===== src/hw/rtl/boc_pkg.sv =====
// ----------------------------------------------------------------------------
// boc_pkg
// Shared types and constants for the bitmask overlap collision block.
// ----------------------------------------------------------------------------
`default_nettype none

package boc_pkg;

    localparam int MASK_WORDS  = 65536;
    localparam int ADDR_W      = $clog2(MASK_WORDS);
    localparam int WORD_BITS   = 32;
    localparam int BITPOS_W    = $clog2(WORD_BITS);
    localparam int MAX_SPAN    = 1024;
    localparam int SPAN_W      = 11;
    localparam int COORD_W     = 16;
    localparam int EXT_W       = COORD_W + 2;
    localparam int PITCH_W     = 6;
    localparam int CHUNK_W     = SPAN_W - BITPOS_W + 1;
    localparam int QUEUE_DEPTH = 4;
    localparam int CFG_IDX_W   = 2;

    localparam logic [PITCH_W-1:0] PITCH_RESET = PITCH_W'(33);

    typedef enum logic [1:0] {
        CMD_WRITE_A = 2'd0,
        CMD_WRITE_B = 2'd1,
        CMD_TEST    = 2'd2,
        CMD_NONE    = 2'd3
    } cmd_t;

    typedef enum logic [CFG_IDX_W-1:0] {
        REG_PITCH_A = 2'd0,
        REG_PITCH_B = 2'd1,
        REG_SPARE_2 = 2'd2,
        REG_SPARE_3 = 2'd3
    } cfg_reg_t;

    typedef enum logic [1:0] {
        JOB_WRITE_A = 2'd0,
        JOB_WRITE_B = 2'd1,
        JOB_TEST    = 2'd2,
        JOB_MISS    = 2'd3
    } job_kind_t;

    typedef struct packed {
        job_kind_t              kind;
        logic [ADDR_W-1:0]      addr;
        logic [WORD_BITS-1:0]   data;
        logic [SPAN_W-1:0]      xa;
        logic [SPAN_W-1:0]      ya;
        logic [SPAN_W-1:0]      xb;
        logic [SPAN_W-1:0]      yb;
        logic [SPAN_W-1:0]      ow;
        logic [SPAN_W-1:0]      oh;
        logic [CHUNK_W-1:0]     chunks;
    } job_t;

endpackage

`default_nettype wire


===== src/hw/rtl/boc_front.sv =====
// ----------------------------------------------------------------------------
// boc_front
// Classifies requests: writes pass through, tests get their overlap region.
// ----------------------------------------------------------------------------
`default_nettype none

module boc_front (
    input  wire logic                          cmd_valid,
    output logic                               cmd_ready,
    input  wire logic [1:0]                    command,
    input  wire logic [boc_pkg::ADDR_W-1:0]    word_index,
    input  wire logic [boc_pkg::WORD_BITS-1:0] word_value,
    input  wire logic [boc_pkg::COORD_W-1:0]   left_a,
    input  wire logic [boc_pkg::COORD_W-1:0]   top_a,
    input  wire logic [boc_pkg::SPAN_W-1:0]    span_x_a,
    input  wire logic [boc_pkg::SPAN_W-1:0]    span_y_a,
    input  wire logic [boc_pkg::COORD_W-1:0]   left_b,
    input  wire logic [boc_pkg::COORD_W-1:0]   top_b,
    input  wire logic [boc_pkg::SPAN_W-1:0]    span_x_b,
    input  wire logic [boc_pkg::SPAN_W-1:0]    span_y_b,
    input  wire logic                          q_full,
    output logic                               q_push,
    output boc_pkg::job_t                      q_job
);

    import boc_pkg::*;

    logic signed [EXT_W-1:0] lax, lbx, tay, tby, wax, wbx, hay, hby;
    logic signed [EXT_W-1:0] eax, ebx, eay, eby;
    logic signed [EXT_W-1:0] ox, oy, offx, offy;
    logic                    a_left, a_top, disjoint;

    always_comb
    begin
        lax = $signed({{2{left_a[COORD_W-1]}}, left_a});
        lbx = $signed({{2{left_b[COORD_W-1]}}, left_b});
        tay = $signed({{2{top_a[COORD_W-1]}}, top_a});
        tby = $signed({{2{top_b[COORD_W-1]}}, top_b});
        wax = $signed({(EXT_W-SPAN_W)'(0), span_x_a});
        wbx = $signed({(EXT_W-SPAN_W)'(0), span_x_b});
        hay = $signed({(EXT_W-SPAN_W)'(0), span_y_a});
        hby = $signed({(EXT_W-SPAN_W)'(0), span_y_b});
        eax = lax + wax;
        ebx = lbx + wbx;
        eay = tay + hay;
        eby = tby + hby;
        disjoint = (lax >= ebx) || (lbx >= eax) || (tay >= eby) || (tby >= eay);
        a_left = (lax <= lbx);
        a_top  = (tay <= tby);
        offx = a_left ? (lbx - lax) : (lax - lbx);
        offy = a_top ? (tby - tay) : (tay - tby);
        if (a_left)
        begin
            ox = ((eax - lbx) < wbx) ? (eax - lbx) : wbx;
        end
        else
        begin
            ox = ((ebx - lax) < wax) ? (ebx - lax) : wax;
        end
        if (a_top)
        begin
            oy = ((eay - tby) < hby) ? (eay - tby) : hby;
        end
        else
        begin
            oy = ((eby - tay) < hay) ? (eby - tay) : hay;
        end

        q_job.addr   = word_index;
        q_job.data   = word_value;
        q_job.xa     = a_left ? offx[SPAN_W-1:0] : '0;
        q_job.xb     = a_left ? '0 : offx[SPAN_W-1:0];
        q_job.ya     = a_top ? offy[SPAN_W-1:0] : '0;
        q_job.yb     = a_top ? '0 : offy[SPAN_W-1:0];
        q_job.ow     = ox[SPAN_W-1:0];
        q_job.oh     = oy[SPAN_W-1:0];
        q_job.chunks = CHUNK_W'(({1'b0, ox[SPAN_W-1:0]} + (SPAN_W+1)'(WORD_BITS - 1))
                                >> BITPOS_W);

        case (cmd_t'(command))
            CMD_WRITE_A: q_job.kind = JOB_WRITE_A;
            CMD_WRITE_B: q_job.kind = JOB_WRITE_B;
            CMD_TEST:
            begin
                if (disjoint || (ox[SPAN_W-1:0] == '0) || (oy[SPAN_W-1:0] == '0))
                begin
                    q_job.kind = JOB_MISS;
                end
                else
                begin
                    q_job.kind = JOB_TEST;
                end
            end
            default: q_job.kind = JOB_MISS;
        endcase

        cmd_ready = !q_full;
        q_push    = cmd_valid && !q_full && (cmd_t'(command) != CMD_NONE);
    end

endmodule

`default_nettype wire


===== config.mk =====
export PLATFORM = sky130hd
export DESIGN_NAME = boc_front
export DESIGN_NICKNAME = d
export VERILOG_FILES = /design/src/hw/rtl/boc_pkg.sv /design/src/hw/rtl/boc_front.sv
export SDC_FILE = /design/constraint.sdc
export NUM_CORES = 1
export LEC_CHECK = 0
export BUFFER_PORTS_ARGS = -buffer_cell sky130_fd_sc_hd__buf_2
export CORE_ASPECT_RATIO = 0.75
export CORE_MARGIN = 2
export CORE_UTILIZATION = 42
export DETAILED_ROUTE_END_ITERATION = 16
export PLACE_DENSITY = 0.65
export SYNTH_ARGS = -nofsm -noshare
export SYNTH_HDL_FRONTEND = slang
export SYNTH_SLANG_ARGS = --single-unit

===== constraint.sdc =====
create_clock -name vclk -period 28.3
set_input_delay 5.66 -clock vclk [all_inputs]
set_output_delay 5.66 -clock vclk [all_outputs]
set_load 0.05 [all_outputs]

# [Word-level counts from Yosys, hierarchy flattened]
# Cells that the tools add are included.
[op_classes] addsub=13 magnitude_cmp=10 n_eq_ne=3 n_mux=14 reduce_logical=11
[ops] op="2-to-1 mux 11 bit" count=12
[ops] op="less-than comparator 18 x 12 -> 1 bit" count=4
[ops] op="subtractor 17 x 16 -> 18 bit" count=4
[ops] op="adder 16 x 12 -> 17 bit" count=4
[ops] op=">= comparator 16 x 17 -> 1 bit" count=4
[ops] op="subtractor 11 bit" count=4
[ops] op="less-or-equal comparator 16 bit" count=2
[ops] op="logical NOT 11 bit" count=2
[ops] op="adder 11 x 5 -> 12 bit (second input constant)" count=1
[ops] op="one-hot mux 2 bit (3 select lines)" count=1
[ops] op="logical OR 1 bit" count=5
[ops] op="== test 2 x 1 -> 1 bit (second input constant)" count=1
[ops] op="== test 2 bit (second input constant)" count=1
[ops] op="logical AND 1 bit" count=2
[ops] op="logical NOT 2 bit" count=1
[ops] op="!= test 2 bit (second input constant)" count=1
[ops] op="logical NOT 1 bit" count=1
[ops] op="2-to-1 mux 1 bit" count=1
[word_totals] register_bits=0 in_bits=160 output_inout_bits=125 elab_cells=51

# [Depth between registers and ports, before layout]
[logic_depth] depth_word=10 mapped_depth=32 ltp_nobuf=31

# [Worst setup path after synthesis]
# Ideal clock, no wire load.
[synth_timing] path_type="input to output" startpoint="in left_a[0] in the netlist's numbering" endpoint="out q_job[121] in the netlist's numbering" arrival_ns=13.102 required_time_ns=22.640 setup_slack_ns=9.538 path_stages=30 n_path_buf=1 path_cell_list="ha_1 > inv_1 > fa_1 > nor2b_1 > o21ai_0 > a21boi_0 > o21ai_0 > a21boi_0 > o21ai_0 > a21boi_0 > o21ai_0 > nand2b_1 > a21o_1 > nand2_1 > xnor2_1 > ha_1 > buf_6 > a21o_1 > o21bai_4 > or4_1 > o221ai_1 > o22ai_1 > or4b_1 > or3b_4 > nand2_2 > mux2i_1 > o21ai_0 > or4b_2 > or4_1 > a31oi_1"
[synth_lines] item="from (decl)" line="boc_front.sv:13" text="input wire logic [boc_pkg::COORD_W-1:0] left_a,"
[synth_lines] item="to (decl)" line="boc_front.sv:23" text="output boc_pkg::job_t q_job"

==> impl_metrics.env <==
export IMPL_yosysTopAreaCellShare_pct=25.3
export IMPL_cp_arrival_ps=13620
export IMPL_finalMaxSlewViolations=0
export IMPL_coreArea_um2=23800
export IMPL_yosys_warnings=0
export IMPL_worst_slew_pin_slew_ps=838
export IMPL_via_per_inst=5.69
export IMPL_fin_crit_sh_pct=68.1
export IMPL_cts_setup_buffers=0
export IMPL_required_ps=22640
export IMPL_wire_per_inst_um=18.2
export IMPL_nFlopsAndLatches=0
export IMPL_critical_path_max_fanout=11
export IMPL_routed_wl_um=34000
export IMPL_netlist_area_um2=10100
export IMPL_drive_gt1_share_pct=14.2
export IMPL_multiInputGateArea_um2=8950
export IMPL_drt_iter0_drc=854
export IMPL_fp_dieH_um=138
export IMPL_power_leakage_nw=5.77
export IMPL_yosysSeqAreaShare_pct=0
export IMPL_max_slew_margin_pct=43.8
export IMPL_fin_tns_setup_ps=0
export IMPL_met2_usage_pct=36.4
export IMPL_grt_max_degree=34
export IMPL_worstSetupPathType="in -> out"
export IMPL_vias=10605
export IMPL_ctsHoldBuffers=0
export IMPL_cpPeakStageDelay_ps=610
export IMPL_initial_core_util_pct=42.5
export IMPL_maxCapViolCount=0
export IMPL_status="finished clean"
export IMPL_antenna_cells=0
export IMPL_rsz0062_at_grt="false"
export IMPL_drc=0
export IMPL_setup_viol=0
export IMPL_ant_nets=0
export IMPL_grt_use_met3_pct=3.03
export IMPL_fp_row_count=49
export IMPL_grt_pass1_wl_um=52600
export IMPL_antenna_found_initial=0
export IMPL_use_met1_pct=42.2
export IMPL_portBuffers=189
export IMPL_critical_path_slowest_cell="or4b_1"
export IMPL_syn_inst=1443
export IMPL_grt_most_used_layer="met1"
export IMPL_seq_area_um2=0
export IMPL_peakVddDrop_mv=0.0372
export IMPL_cts_resized=0
export IMPL_worstHoldPathType="in -> out"
export IMPL_gp_congestion=0.968
export IMPL_critPathMostFrequentCell="o21ai_0"
export IMPL_nets=1937
export IMPL_synth_cell_types=77
export IMPL_yosys_top_cells_area="ha_1 (25%), xnor2_1 (8.5%), inv_1 (6.7%)"
export IMPL_die_area_um2=25300
export IMPL_fin_crit_ps=19280
export IMPL_clockBufferCount=0
export IMPL_p_per_area_nw_per_um2=51.6
export IMPL_p_total_mw=0.567
export IMPL_die_w_um=183
export IMPL_hold_viol=0
export IMPL_critPathLaunchType="input pin"
export IMPL_grt_ovfl_total=0
export IMPL_max_freq_ghz=0.0519
export IMPL_area_growth_pct=8.64
export IMPL_synth_top_area_cell="ha_1"
export IMPL_endpoint_kind="output port"
export IMPL_hpwl_um=30200
export IMPL_grt_usage_pct=25.7
export IMPL_syn_num_nets=1819
export IMPL_first_pass_iters=5
export IMPL_syn_area_per_cell_um2=7.00
export IMPL_grt_pass1_vias=9692
export IMPL_fillers=2521
export IMPL_io_pins=285
## metrics by stage
step | instances | hold slack, ps | instance area [µm²] | setup WS, ps | utilization (%)
after floorplan | 1443 | 11490 | 10100 | 9540 | -
after global placement | 1865 | 11320 | 11000 | 9170 | 46.2
after detailed placement | 1865 | 11320 | 11000 | 9170 | 46.2
after CTS | 1865 | 11320 | 11000 | 9140 | 46.2
after global routing | 1865 | 11320 | 11000 | 8390 | 46.2
final | 1865 | 11320 | 11000 | 9020 | 46.2
## area by class of cell
cell class | count | share of cell area [%]
multi-input cells | 1186 | 81.5
inverters | 180 | 6.15
well taps | 306 | 3.49
repair buffers | 193 | 8.89
## critical path: cells and delay by family
family,cells,cell delay [ps]
AND/OR/NAND/NOR,10,3380
multiplexers,1,370
buffers and inverters,3,600
adder cells (fa/ha/maj),2,870
AO/OA/AOI/OAI,13,2540
XOR/XNOR,1,170
## cells in the mapped netlist (8+ instances only)
cell	count
nor2b_1	19
o21ai_0	66
and2_1	18
xnor2_1	98
nor2_1	143
mux2i_1	44
a21boi_0	13
nand2b_1	17
ha_1	204
buf_4	51
o21bai_1	23
a21o_1	59
fa_1	12
inv_1	180
o21a_1	22
a21oi_1	117
a31oi_1	12
nand2_1	76
clkbuf_1	20
xor2_1	33
nand3_1	30
and3_1	8
nor3_1	21
nand4_1	24
## path summary, 6_finish.rpt
check             cells after the start          to  slack, ps           start
setup / recovery                     30  q_job[121]       9020       left_a[1]
hold / removal                        0  q_job[101]      11320  word_value[28]
## cells by family after synthesis
logic type,after synthesis,synth area share (%)
buffers and inverters,257,11.5
and+or+nand+nor,395,18.9
adders and majority gates,216,27.6
xor gates and xnor gates,131,11.4
muxes,49,4.91
AOI/OAI and AO/OA,395,25.7
## routing by layer
layer	routed length (µm)	share of wire (%)	vias up
li1	-	-	5268
met1	17800	52	4940
met2	13200	39	379
met3	2830	8.3	18
met4	162	0.48	0
met5	0	0	-
## power breakdown
| group | switching [mW] | leakage (nW) | internal [mW] | total [mW] |
|---|---|---|---|---|
| clock | 0 | 0 | 0 | 0 |
| sequential | 0 | 0 | 0 | 0 |
| combinational | 0.370 | 5.77 | 0.196 | 0.567 |
| total | 0.370 | 5.77 | 0.196 | 0.567 |
## cells in the final DEF (no fill, tap or decap), drive strengths merged, types with 21 or more instances in the layout
master / n
inv: 180
xnor2: 98
nand3: 31
buf: 193
xor2: 33
o21a: 22
a21oi: 119
o21ai: 66
ha: 204
mux2i: 44
nand4: 24
a21o: 59
nand2: 77
o21bai: 24
nor2: 143
nor3: 21
Power figures use the tool's default switching activity.
