<file path="src/hw/rtl/boc_pkg.sv">
// ----------------------------------------------------------------------------
// boc_pkg
// Shared types and constants for the bitmask overlap collision block.
// ----------------------------------------------------------------------------
`default_nettype none

package boc_pkg;

    localparam int MASK_WORDS  = 65536;
    localparam int ADDR_W      = $clog2(MASK_WORDS);
    localparam int WORD_BITS   = 32;
    localparam int BITPOS_W    = $clog2(WORD_BITS);
    localparam int MAX_SPAN    = 1024;
    localparam int SPAN_W      = 11;
    localparam int COORD_W     = 16;
    localparam int EXT_W       = COORD_W + 2;
    localparam int PITCH_W     = 6;
    localparam int CHUNK_W     = SPAN_W - BITPOS_W + 1;
    localparam int QUEUE_DEPTH = 4;
    localparam int CFG_IDX_W   = 2;

    localparam logic [PITCH_W-1:0] PITCH_RESET = PITCH_W'(33);

    typedef enum logic [1:0] {
        CMD_WRITE_A = 2'd0,
        CMD_WRITE_B = 2'd1,
        CMD_TEST    = 2'd2,
        CMD_NONE    = 2'd3
    } cmd_t;

    typedef enum logic [CFG_IDX_W-1:0] {
        REG_PITCH_A = 2'd0,
        REG_PITCH_B = 2'd1,
        REG_SPARE_2 = 2'd2,
        REG_SPARE_3 = 2'd3
    } cfg_reg_t;

    typedef enum logic [1:0] {
        JOB_WRITE_A = 2'd0,
        JOB_WRITE_B = 2'd1,
        JOB_TEST    = 2'd2,
        JOB_MISS    = 2'd3
    } job_kind_t;

    typedef struct packed {
        job_kind_t              kind;
        logic [ADDR_W-1:0]      addr;
        logic [WORD_BITS-1:0]   data;
        logic [SPAN_W-1:0]      xa;
        logic [SPAN_W-1:0]      ya;
        logic [SPAN_W-1:0]      xb;
        logic [SPAN_W-1:0]      yb;
        logic [SPAN_W-1:0]      ow;
        logic [SPAN_W-1:0]      oh;
        logic [CHUNK_W-1:0]     chunks;
    } job_t;

endpackage

`default_nettype wire

</file>
<file path="src/hw/rtl/boc_queue.sv">
// ----------------------------------------------------------------------------
// boc_queue
// Small job queue between the front and back parts.
// ----------------------------------------------------------------------------
`default_nettype none

module boc_queue (
    input  wire logic          clk,
    input  wire logic          rst_n,
    input  wire logic          push,
    input  wire boc_pkg::job_t push_job,
    input  wire logic          pop,
    output boc_pkg::job_t      head_job,
    output logic               full,
    output logic               empty
);

    import boc_pkg::*;

    localparam int PTR_W = $clog2(QUEUE_DEPTH);

    job_t             slot_reg [QUEUE_DEPTH];
    logic [PTR_W-1:0] wr_ptr_reg, rd_ptr_reg;
    logic [PTR_W:0]   count_reg, count_next;

    assign full     = (count_reg == (PTR_W+1)'(QUEUE_DEPTH));
    assign empty    = (count_reg == '0);
    assign head_job = slot_reg[rd_ptr_reg];

    always_comb
    begin
        count_next = count_reg;
        if (push && !pop)
        begin
            count_next = count_reg + 1'b1;
        end
        else if (pop && !push)
        begin
            count_next = count_reg - 1'b1;
        end
    end

    always_ff @(posedge clk)
    begin
        if (push)
        begin
            slot_reg[wr_ptr_reg] <= push_job;
        end
    end

    always_ff @(posedge clk or negedge rst_n)
    begin
        if (!rst_n)
        begin
            wr_ptr_reg <= '0;
            rd_ptr_reg <= '0;
            count_reg  <= '0;
        end
        else
        begin
            if (push)
            begin
                wr_ptr_reg <= wr_ptr_reg + 1'b1;
            end
            if (pop)
            begin
                rd_ptr_reg <= rd_ptr_reg + 1'b1;
            end
            count_reg <= count_next;
        end
    end

endmodule

`default_nettype wire

</file>
<file path="config.mk">
export PLATFORM = sky130hd
export DESIGN_NAME = boc_queue
export DESIGN_NICKNAME = d
export VERILOG_FILES = /design/src/hw/rtl/boc_pkg.sv /design/src/hw/rtl/boc_queue.sv
export SDC_FILE = /design/constraint.sdc
export NUM_CORES = 1
export LEC_CHECK = 0
export BUFFER_PORTS_ARGS = -buffer_cell sky130_fd_sc_hd__buf_2
export CAP_MARGIN = 20
export CORE_AREA = 2 2 273 275
export DETAILED_ROUTE_END_ITERATION = 10
export DIE_AREA = 0 0 275 277
export GPL_ROUTABILITY_DRIVEN = 0
export GPL_TIMING_DRIVEN = 0
export PLACE_DENSITY = 0.41
export SETUP_SLACK_MARGIN = 0.05
export SYNTH_ARGS = -nofsm -noshare
export SYNTH_HDL_FRONTEND = slang
export SYNTH_SLANG_ARGS = --single-unit
</file>
<file path="constraint.sdc">
create_clock -name clk -period 6.13 [get_ports clk]
set_input_delay 0.613 -clock clk [delete_from_list [all_inputs] [get_ports clk]]
set_output_delay 0.613 -clock clk [all_outputs]
set_load 0.01 [all_outputs]
</file>
== Word level (Yosys, flattened, before mapping) ==
Memories as Yosys holds them, arrays and structs flattened.
Index checks and enable logic that the tools add are counted.
Storage, ports and cells
  register bits: 7
  latch bits: 0
  bits in writable memories: 492
  memory bits (read-only): 0
  input port bits: 127
  memories kept: 1
Cells by class
  $add $sub $neg: 4
  multipliers: 0
  div/mod/pow operators: 0
  $lt $le $gt $ge: 0
  equality and inequality tests: 1
  shift operators: 0
  multiplexer cells: 4
  bitwise logic cells: 0
  reduce and logical (&&, ||, !) cells: 6
Memory list
  slot_reg: depth 4, bits a word 123, rd ports 1, clocked after memory_dff 0, wr ports 1, line boc_queue.sv:22  | job_t slot_reg [QUEUE_DEPTH];
Operators with widths (count)
  3-bit two-way mux: 2
  2-bit by 1-bit adder with 2-bit output (second input constant): 2
  3-bit by 1-bit adder with 3-bit output (second input constant): 1
  3-bit equality test (second input constant): 1
  3-bit logical NOT: 1
  3-bit by 1-bit subtractor with 3-bit output (second input constant): 1
  1-bit logical AND: 2
  1-bit logical NOT: 2
  1-bit two-way mux: 2
  2-bit nonzero test: 1

== Longest topological paths before layout ==
Gate-level depths: netlist of the first run.
  depth after elaboration: 4
  depth in mapped cells: 7
  mapped depth without buffers: 7

== Worst setup path before layout of the first run ==
Ideal clock, no wire load.
  path kind: register to register
  start point: register wr_ptr_reg[0]
  end point: memory slot_reg[2][0] (netlist bit) (enable)
  arrival time: 3.441 ns
  setup slack: 2.192 ns
  stages on the path, launching flop included: 4
  cell sequence: dfrtp_1 > inv_1 > ha_1 > and2_1
RTL lines
  start: declaration: line boc_queue.sv:23  | logic [PTR_W-1:0] wr_ptr_reg, rd_ptr_reg;
  start signal: assignment: line boc_queue.sv:63  | wr_ptr_reg <= wr_ptr_reg + 1'b1;
  end: declaration: line boc_queue.sv:22
No word-level cell before the write port.

==> results of run 1 <==
-- synthesized netlist by cell type --
cell type	n	area, um^2
fa_1	1	20.0
dfrtp_1	7	175
inv_1	4	15.0
ha_1	5	62.6
mux2_2	1	11.3
xor2_1	4	35.0
mux4_2	123	2770
o21ai_0	1	5.00
buf_6	6	67.6
buf_8	1	15.0
nor3b_1	1	7.51
buf_4	1	7.51
xnor2_1	2	17.5
and2_1	4	25.0
buf_2	15	75.1
nor2_1	1	3.75
nor3_1	1	5.00
clkbuf_1	5	18.8
edfxtp_1	492	14800
nand2_1	2	7.51
-- cells by family (layout without fill, tap and decap cells) --
group,after synthesis,in the layout,share of synthesized area (%)
buffers and inverters,32,394,1.10
AO/OA/AOI/OAI,1,1,0.0276
XOR/XNOR,6,6,0.290
AND/OR/NAND/NOR,9,9,0.269
multiplexers,124,124,15.4
flip-flops,499,499,82.5
adder cells (fa/ha/maj),6,6,0.456
-- cell type report --
type	instances	area, um^2
fillers	7199	50900
flip-flops and latches	499	14900
multi-input cells	146	2980
repair buffers	265	1590
clock buffers	67	1460
well taps	969	1210
clock inverters	30	265
plain buffers	28	184
inverters	4	15.0
-- power groups by stage --
stage | logic, mW | clock network [mW] | registers, mW
detailed placement | 3.46 | 0 | 4.65
CTS | 3.48 | 3.33 | 4.58
global placement | 3.32 | 0 | 4.83
finish | 3.29 | 3.20 | 4.58
floorplan | 1.94 | 0 | 4.69
global route | 3.61 | 3.45 | 4.62
-- metal layers --
layer	up-vias	wire length [um]	GRT usage, %
met5	-	67	0
met4	12	1030	3.22
met3	79	2510	3.34
met2	186	20700	18.1
met1	4363	17700	13.8
li1	3581	-	-
-- stage by stage --
stage | setup WS (ns) | TNS, ns | power [mW]
6_report | 3.10 | 0 | 11.1
5_1_grt | 2.90 | 0 | 11.7
4_1_cts | 2.90 | 0 | 11.4
3_5_place_dp | 3.59 | 0 | 8.12
3_3_place_gp | -1.40 | -652.43 | 8.16
2_1_floorplan | 2.19 | 0 | 6.64
-- worst max-delay path, stage by stage (launching register included) --
cell	delay, ns
dfrtp_1	0.33
buf_6	0.16
buf_2	0.51
mux4_2	0.63
buf_2	0.19
-- worst max-delay path by stage --
| stage | depth (start not counted) | startpoint | to | slack (ns) |
|---|---|---|---|---|
| 6_report | 4 | rd_ptr_reg[0] | head_job[35] | 3.10 |
| 5_1_grt | 4 | rd_ptr_reg[0] | head_job[35] | 2.90 |
| 4_1_cts | 5 | rd_ptr_reg[1] | head_job[41] | 2.90 |
| 3_5_place_dp | 5 | rd_ptr_reg[1] | head_job[41] | 3.59 |
| 3_3_place_gp | 2 | push | slot_reg[2][59] | -1.40 |
| 2_1_floorplan | 3 | wr_ptr_reg[0] | slot_reg[2][0] | 2.19 |
==> metrics.yaml, run 1 <==
status: "complete, no violations"
pwr-share-clk_pct: 28.9
switchingPower_mw: 3.27
period_minus_slack_ns: 3.03
p_leak_nw: 7.59
rr_worst_depth: 5
grt_pass1_wl_um: 61500
cts_max_level: 2
crit_required_ns: 5.52
maxCapViolations: 0
seq_area_frac_synth_pct: 82.5
whs_endpoint: "slot_reg[2][81]"
fin_nets: 1134
max-slew-margin-rel_pct: 43.3
place_area_mm2: 0.0209
stdcell_count: 2008
holdWs_ns: 0.231
die-area_mm2: 0.0762
clock_sink_count: 499
wl_um: 41900
via_count: 8221
synthCells: 677
synth-seq-cells: 499
largest_reg_flops: 492
dp.cells: 1910
track_usage_pct: 11.0
timing_hold_violations_final: 0
root_buffer: "clkbuf_16"
cp-end-kind: "primary output"
cts-buffers-inserted: 57
netlist_area_mm2: 0.0181
routedWlPerCell_um: 20.9
rows: 100
diodes: 0
fin_util_pct: 30.8
grt.overflow.total: 0
rsz0062_at_grt: "no"
vias_per_cell: 4.09
port_buffers: 251
hold_depth: 1
cellPowerDensity_mw_per_mm2: 488
syn_nets: 810
reg2reg_from: "wr_ptr_reg[0]"
drc: 0
grt_start_max_net_pins: 45
hold_path_class: "input pin to register"
ys_types: 20
clkSlewWorstSetupHoldPaths_ns: 0.06
pwr-share-comb_pct: 29.7
internal_power_mw: 7.80
dp_hpwl_um: 25900
die_x_um: 275
area_growth_pct: 25.1
cts_setup_buffers: 0
cts_resized: 0
grt_pass1_vias: 8996
syn_avg_cell_area_um2: 26.8
final_common_cell: "edfxtp_1"
netSwitchingFraction_pct: 29.5
clk_path_buf_depth: 3
setup_viol: 0
r2r_slack_ns: 4.07
antenna_found_initial: 8
finalClockSkew_ns: 0.00943
final_area_mm2: 0.0227
finalMaxSlewViolations: 0
drtIter0Drc: 470
ant_nets: 0
core_mm2: 0.0736
finalCritPeriodShare_pct: 49.5
ys.warnings.count: 0
first_pass_iters: 4
io_pins: 252
critPathLaunchType: "register"
start_util_pct: 24.6
min_from: "push_job[81]"
timing.rr.end: "slot_reg[0][52]"
seq_power_share_pct: 41.3
crit_fanout: 10
path_class: "register to primary output"
cts_tree: "built"
die_h_um: 277
layout_common_cells: "edfxtp_1, buf_2, mux4_2"
ir_drop_uv: 244
max_freq_mhz: 330
worst_pin_slew_ns: 0.851
drive_gt1_share_pct: 46.8
crit_arrival_ns: 2.42
postCtsHoldBufs: 1
insertion_delay_ns: 0.59
(Power assumes the default switching activity.)
==> run 2, diff against run 1 <==
==> constraint.sdc (replaced) <==
create_clock -name clk -period 2.8 [get_ports clk]
set_input_delay 0.28 -clock clk [delete_from_list [all_inputs] [get_ports clk]]
set_output_delay 0.28 -clock clk [all_outputs]
set_load 0.01 [all_outputs]
==> metrics.yaml, run 2 (synthesized netlist as in run 1, its figures left out) <==
crit_top_cell: "buf_2"
path_class: "register to primary output"
cellPowerDensity_mw_per_mm2: 1020  # +110%
area_growth_pct: 31.9
routedWlPerCell_um: 19.7  # -5.8%
wl_um: 42000  # +0.10%
stdcell_count: 2134  # +6.3%
worst_path_max_delay_cell: "buf_1"
grt_pass1_vias: 9607  # +6.8%
finalClockSkew_ns: 0.00902  # -0.000402 ns
timing.rr.end: "slot_reg[1][47]"
maxCapViolations: 0  # unchanged
clk_path_buf_depth: 3  # unchanged
crit_chain: "buf_2, buf_1, mux4_2, buf_2"
hold_path_class: "input pin to async pin"
grt_start_max_net_pins: 48  # +6.7%
clkSlewWorstSetupHoldPaths_ns: 0.06  # about the same
die_x_um: 275  # unchanged
dp.cells: 1908  # -0.10%
setup_viol: 0  # unchanged
port_buffers: 251  # unchanged
ant_nets: 0  # unchanged
fin_total_pwr_mw: 24.3  # +120%
final_area_mm2: 0.0239  # +5.5%
antenna_found_initial: 1  # -7
place_area_mm2: 0.0209  # -0.23%
dp_hpwl_um: 25500  # -1.6%
max-slew-margin-rel_pct: 48.4  # +5.1 points
rr_worst_depth: 5  # unchanged
via_count: 8701  # +5.8%
crit_arrival_ns: 2.30  # -0.12 ns
internal_power_mw: 17.2  # +120%
holdWs_ns: 0.0826  # -0.148 ns
nFillCells: 7154  # -0.63%
reg2reg_from: "wr_ptr_reg[1]"
status: "complete, no violations"
insertion_delay_ns: 0.58  # about the same
setup_ws_ns: 0.222  # -2.87 ns
cts_tree: "built"
grt.overflow.total: 0  # unchanged
timing_hold_violations_final: 0  # unchanged
rows: 100  # unchanged
ir_drop_uv: 535  # +120%
seq_power_share_pct: 41.2  # about the same
dp_slack_ns: 0.522  # -3.07 ns
fin_nets: 1255  # +11%
netSwitchingFraction_pct: 29.4  # -0.20 points
first_pass_iters: 4  # unchanged
clock_sink_count: 499  # unchanged
grt_pass1_wl_um: 62600  # +1.9%
track_usage_pct: 11.1  # +0.16 points
drive_gt1_share_pct: 41.9  # -4.9 points
slowest_delay_ns: 0.57  # -0.06 ns
final_common_cell: "edfxtp_1"
crit_fanout: 10  # unchanged
die-area_mm2: 0.0762  # unchanged
switchingPower_mw: 7.14  # +120%
largest_reg_flops: 492  # unchanged
cts_max_level: 2  # unchanged
critPathLaunchType: "register"
start_util_pct: 24.6  # unchanged
finalMaxSlewViolations: 0  # unchanged
cts-buffers-inserted: 55  # -3.5%
io_pins: 252  # unchanged
worst_pin_slew_ns: 0.774  # -0.0770 ns
rsz0062_at_grt: "yes"
max_freq_mhz: 388
period_minus_slack_ns: 2.58
core_mm2: 0.0736  # unchanged
die_h_um: 277  # unchanged
layout_common_cells: "edfxtp_1, buf_2, dlygate4sd3_1"
vias_per_cell: 4.08  # -0.41%
root_buffer: "clkbuf_16"
finalCritPeriodShare_pct: 92.1
pwr-share-comb_pct: 30.1  # +0.4 points
cp-end-kind: "primary output"
drtIter0Drc: 496  # +5.5%
crit_required_ns: 2.52  # -3.00 ns
pwr-share-clk_pct: 28.7  # -0.2 points
r2r_slack_ns: 0.78  # -3.29 ns
p_leak_nw: 8.10  # +6.8%
drc: 0  # unchanged
[run 2: power groups by stage]
stage	Combinational [mW]	Clock (mW)	Sequential, mW
finish	7.32	6.99	10.0
global route	8.06	7.54	10.1
CTS	7.72	7.27	10.0
detailed placement	7.54	0	10.2
global placement	7.26	0	10.3
floorplan	4.26	0	10.2
[run 2: layout make-up]
cell class / count / area (um^2) / area share (%)
tap: 969 / 1210 / 5.07
inverter: 4 / 15.0 / 0.0628
clock inverter: 28 / 259 / 1.08
timing repair buffer: 388 / 2790 / 11.7
clock buffer: 71 / 1480 / 6.19
antenna: 1 / 2.50 / 0.0105
multi-input combinational: 146 / 2980 / 12.5
buffer: 28 / 204 / 0.854
sequential: 499 / 14900 / 62.6
[run 2: timing repair]
item                                   4_1_cts  5_1_grt
resized for setup                            5        7
setup endpoints to repair                   79       17
hold buffers                               126        0
buffers inserted                             0        0
endpoints found under the hold margin      503        0
gates cloned                                 0        0
[run 2: through the flow]
stage	utilization (%)	TNS, ns
after global routing	32.5	0
after detailed placement	28.4	0
after global placement	28.0	-693.00
final	32.5	0
after floorplan	-	0
after CTS	32.5	0
[run 2: metal layers]
metal,up-vias,wire length (um),GRT usage (%)
met5,-,0,0
met4,0,935,3.08
met3,63,2520,3.08
met2,203,20700,18.4
met1,4599,17900,14.2
li1,3836,-,-
[run 2: critical path, delay by kind of cell (launching register included)]
| kind | cells | cell delay (ns) |
|---|---|---|
| DFF | 1 | 0.32 |
| buffers and inverters | 3 | 0.94 |
| muxes | 1 | 0.44 |
[run 2: worst max path at each step]
stage,from,endpoint,slack [ns]
after floorplan,wr_ptr_reg[0],slot_reg[2][0],0.23
after global placement,wr_ptr_reg[1],slot_reg[1][58],-1.48
after detailed placement,rd_ptr_reg[1],head_job[44],0.52
after CTS,rd_ptr_reg[1],head_job[84],0.06
after global routing,rd_ptr_reg[1],head_job[17],0.04
final,rd_ptr_reg[1],head_job[17],0.22
==> run 3, diff against run 2 <==
--- a/config.mk
+++ b/config.mk
@@ -5,14 +5,14 @@
 export SDC_FILE = /design/constraint.sdc
 export NUM_CORES = 1
 export LEC_CHECK = 0
-export BUFFER_PORTS_ARGS = -buffer_cell sky130_fd_sc_hd__buf_2
 export CAP_MARGIN = 20
 export CORE_AREA = 2 2 273 275
 export DETAILED_ROUTE_END_ITERATION = 10
 export DIE_AREA = 0 0 275 277
+export DONT_BUFFER_PORTS = 1
 export GPL_ROUTABILITY_DRIVEN = 0
 export GPL_TIMING_DRIVEN = 0
-export PLACE_DENSITY = 0.41
+export PLACE_DENSITY = 0.38
 export SETUP_SLACK_MARGIN = 0.05
 export SYNTH_ARGS = -nofsm -noshare
 export SYNTH_HDL_FRONTEND = slang
==> metrics.yaml, run 3 (synthesized netlist as in run 1, its figures left out) <==
status: "complete, no violations"
clock_sink_count: 499  # unchanged
grt_start_max_net_pins: 48  # unchanged
crit_fanout: 10  # unchanged
crit_required_ns: 2.52  # about the same
cts_setup_buffers: 0  # unchanged
insertion_delay_ns: 0.60  # +0.02 ns
worst_path_max_delay_cell: "mux4_2"
rr_worst_depth: 4  # -1
hold_path_class: "input pin to register"
worst_pin_slew_ns: 0.728  # -0.0462 ns
fin_util_pct: 30.7  # -1.8 points
cellPowerDensity_mw_per_mm2: 1030  # +0.81%
grt.overflow.total: 0  # unchanged
cp-end-kind: "primary output"
dp_slack_ns: 0.530  # +0.00807 ns
max-slew-margin-rel_pct: 51.5  # +3.1 points
cp.depth: 4  # unchanged
crit_top_cell: "buf_2"
crit_chain: "buf_2, buf_4, buf_2, mux4_2"
cp_top_family: "buffers and inverters"
drive_gt1_share_pct: 26.2  # -16 points
min_from: "push"
core_mm2: 0.0736  # unchanged
clkSlewWorstSetupHoldPaths_ns: 0.06  # about the same
vias_per_cell: 4.09  # +0.34%
finalCritPeriodShare_pct: 91.4  # -0.69 points
dp_hpwl_um: 24400  # -4.3%
ant_nets: 0  # unchanged
crit_arrival_ns: 2.28  # -0.02 ns
die_x_um: 275  # unchanged
grt_pass1_wl_um: 59800  # -4.5%
worstSetupStartpoint: "rd_ptr_reg[1]"
port_buffers: 0  # -100%
setup_viol: 0  # unchanged
fin_total_pwr_mw: 23.2  # -4.6%
die_h_um: 277  # unchanged
setup-tns-final_ns: 0  # unchanged
path_class: "register to primary output"
r2r_slack_ns: 0.77  # about the same
routedWlPerCell_um: 21.6  # +9.7%
via_count: 7728  # -11%
final_common_cell: "edfxtp_1"
cts-buffers-inserted: 55  # unchanged
wl_um: 40800  # -2.9%
drtIter0Drc: 427  # -14%
first_pass_iters: 6  # +2
cts_tree: "built"
largest_reg_flops: 492  # unchanged
period_minus_slack_ns: 2.56  # -0.0192 ns
slowest_delay_ns: 0.44  # -0.13 ns
layout_common_cells: "edfxtp_1, dlygate4sd3_1, mux4_2"
die-area_mm2: 0.0762  # unchanged
ir_drop_uv: 557  # +4.1%
critPathBufInv: 3  # unchanged
drc: 0  # unchanged
track_usage_pct: 10.7  # -0.40 points
fin_nets: 1003  # -20%
io_pins: 252  # unchanged
antenna_found_initial: 5  # +4
grt_pass1_vias: 8540  # -11%
clk_path_buf_depth: 3  # unchanged
p_leak_nw: 7.10  # -12%
maxCapViolations: 0  # unchanged
area_growth_pct: 24.8
finalClockSkew_ns: 0.0140  # +0.00495 ns
finalMaxSlewViolations: 0  # unchanged
max_freq_mhz: 391  # +0.75%
start_util_pct: 24.6  # unchanged
rsz0062_at_grt: "no"
holdWs_ns: 0.153  # +0.0704 ns
timing_hold_violations_final: 0  # unchanged
timing.rr.end: "slot_reg[0][71]"
hold_depth: 1
rows: 100  # unchanged
setup_ws_ns: 0.242  # +0.0192 ns
root_buffer: "clkbuf_16"
cts_max_level: 2  # unchanged
reg2reg_from: "wr_ptr_reg[0]"
critPathLaunchType: "register"
crit_end: "head_job[40]"
[run 3: cell count changes in the layout (fill, tap and decap cells not counted), sizes merged]
cell,delta
diode,+2
bufinv,-1
clkbuf,-8
buf,-251
clkinvlp,+1
clkinv,+11
dlygate4sd3,+1
[run 3: report_power, final]
part	switching [mW]	internal (mW)
registers	0.267	9.75
logic	3.80	2.47
clock network	2.90	4.01
total	6.97	16.2
[run 3: worst min path at each step]
stage / slack (ns) / end
final: 0.15 / slot_reg[3][103]
after global routing: 0.13 / slot_reg[3][103]
after CTS: 0.12 / slot_reg[3][100]
after detailed placement: -0.02 / count_reg[2]
after global placement: -0.02 / count_reg[2]
after floorplan: -0.02 / count_reg[0]
[run 3: timing repair]
item | CTS | global route
resized for setup | 3 | 0
hold buffers | 127 | 0
setup endpoints to repair | 68 | 0
hold endpoints to repair | 504 | 0
[run 3: layout make-up]
class	instances	area, um^2
Tap cell	969	1210
Clock buffer	65	1440
Multi-Input combinational cell	146	2980
Fill cell	7098	51000
Timing Repair Buffer	136	1520
Clock inverter	39	297
Sequential cell	499	14900
Antenna cell	3	7.51
Inverter	4	15.0
Buffer	28	189
[run 3: metrics by stage]
step / instances / cell area, um^2
final: 1889 / 22600
after global routing: 1889 / 22600
after CTS: 1886 / 22600
after detailed placement: 1655 / 19600
after global placement: 1646 / 19300
after floorplan: 677 / 18100
[run 3: routing by layer]
metal,vias to the layer above,routed length [um],share of wire [%],track usage (%)
met5,-,28,0.069,0
met4,4,940,2.3,3.20
met3,73,3080,7.5,3.64
met2,204,19600,48,17.2
met1,4111,17100,42,13.6
li1,3336,-,-,-
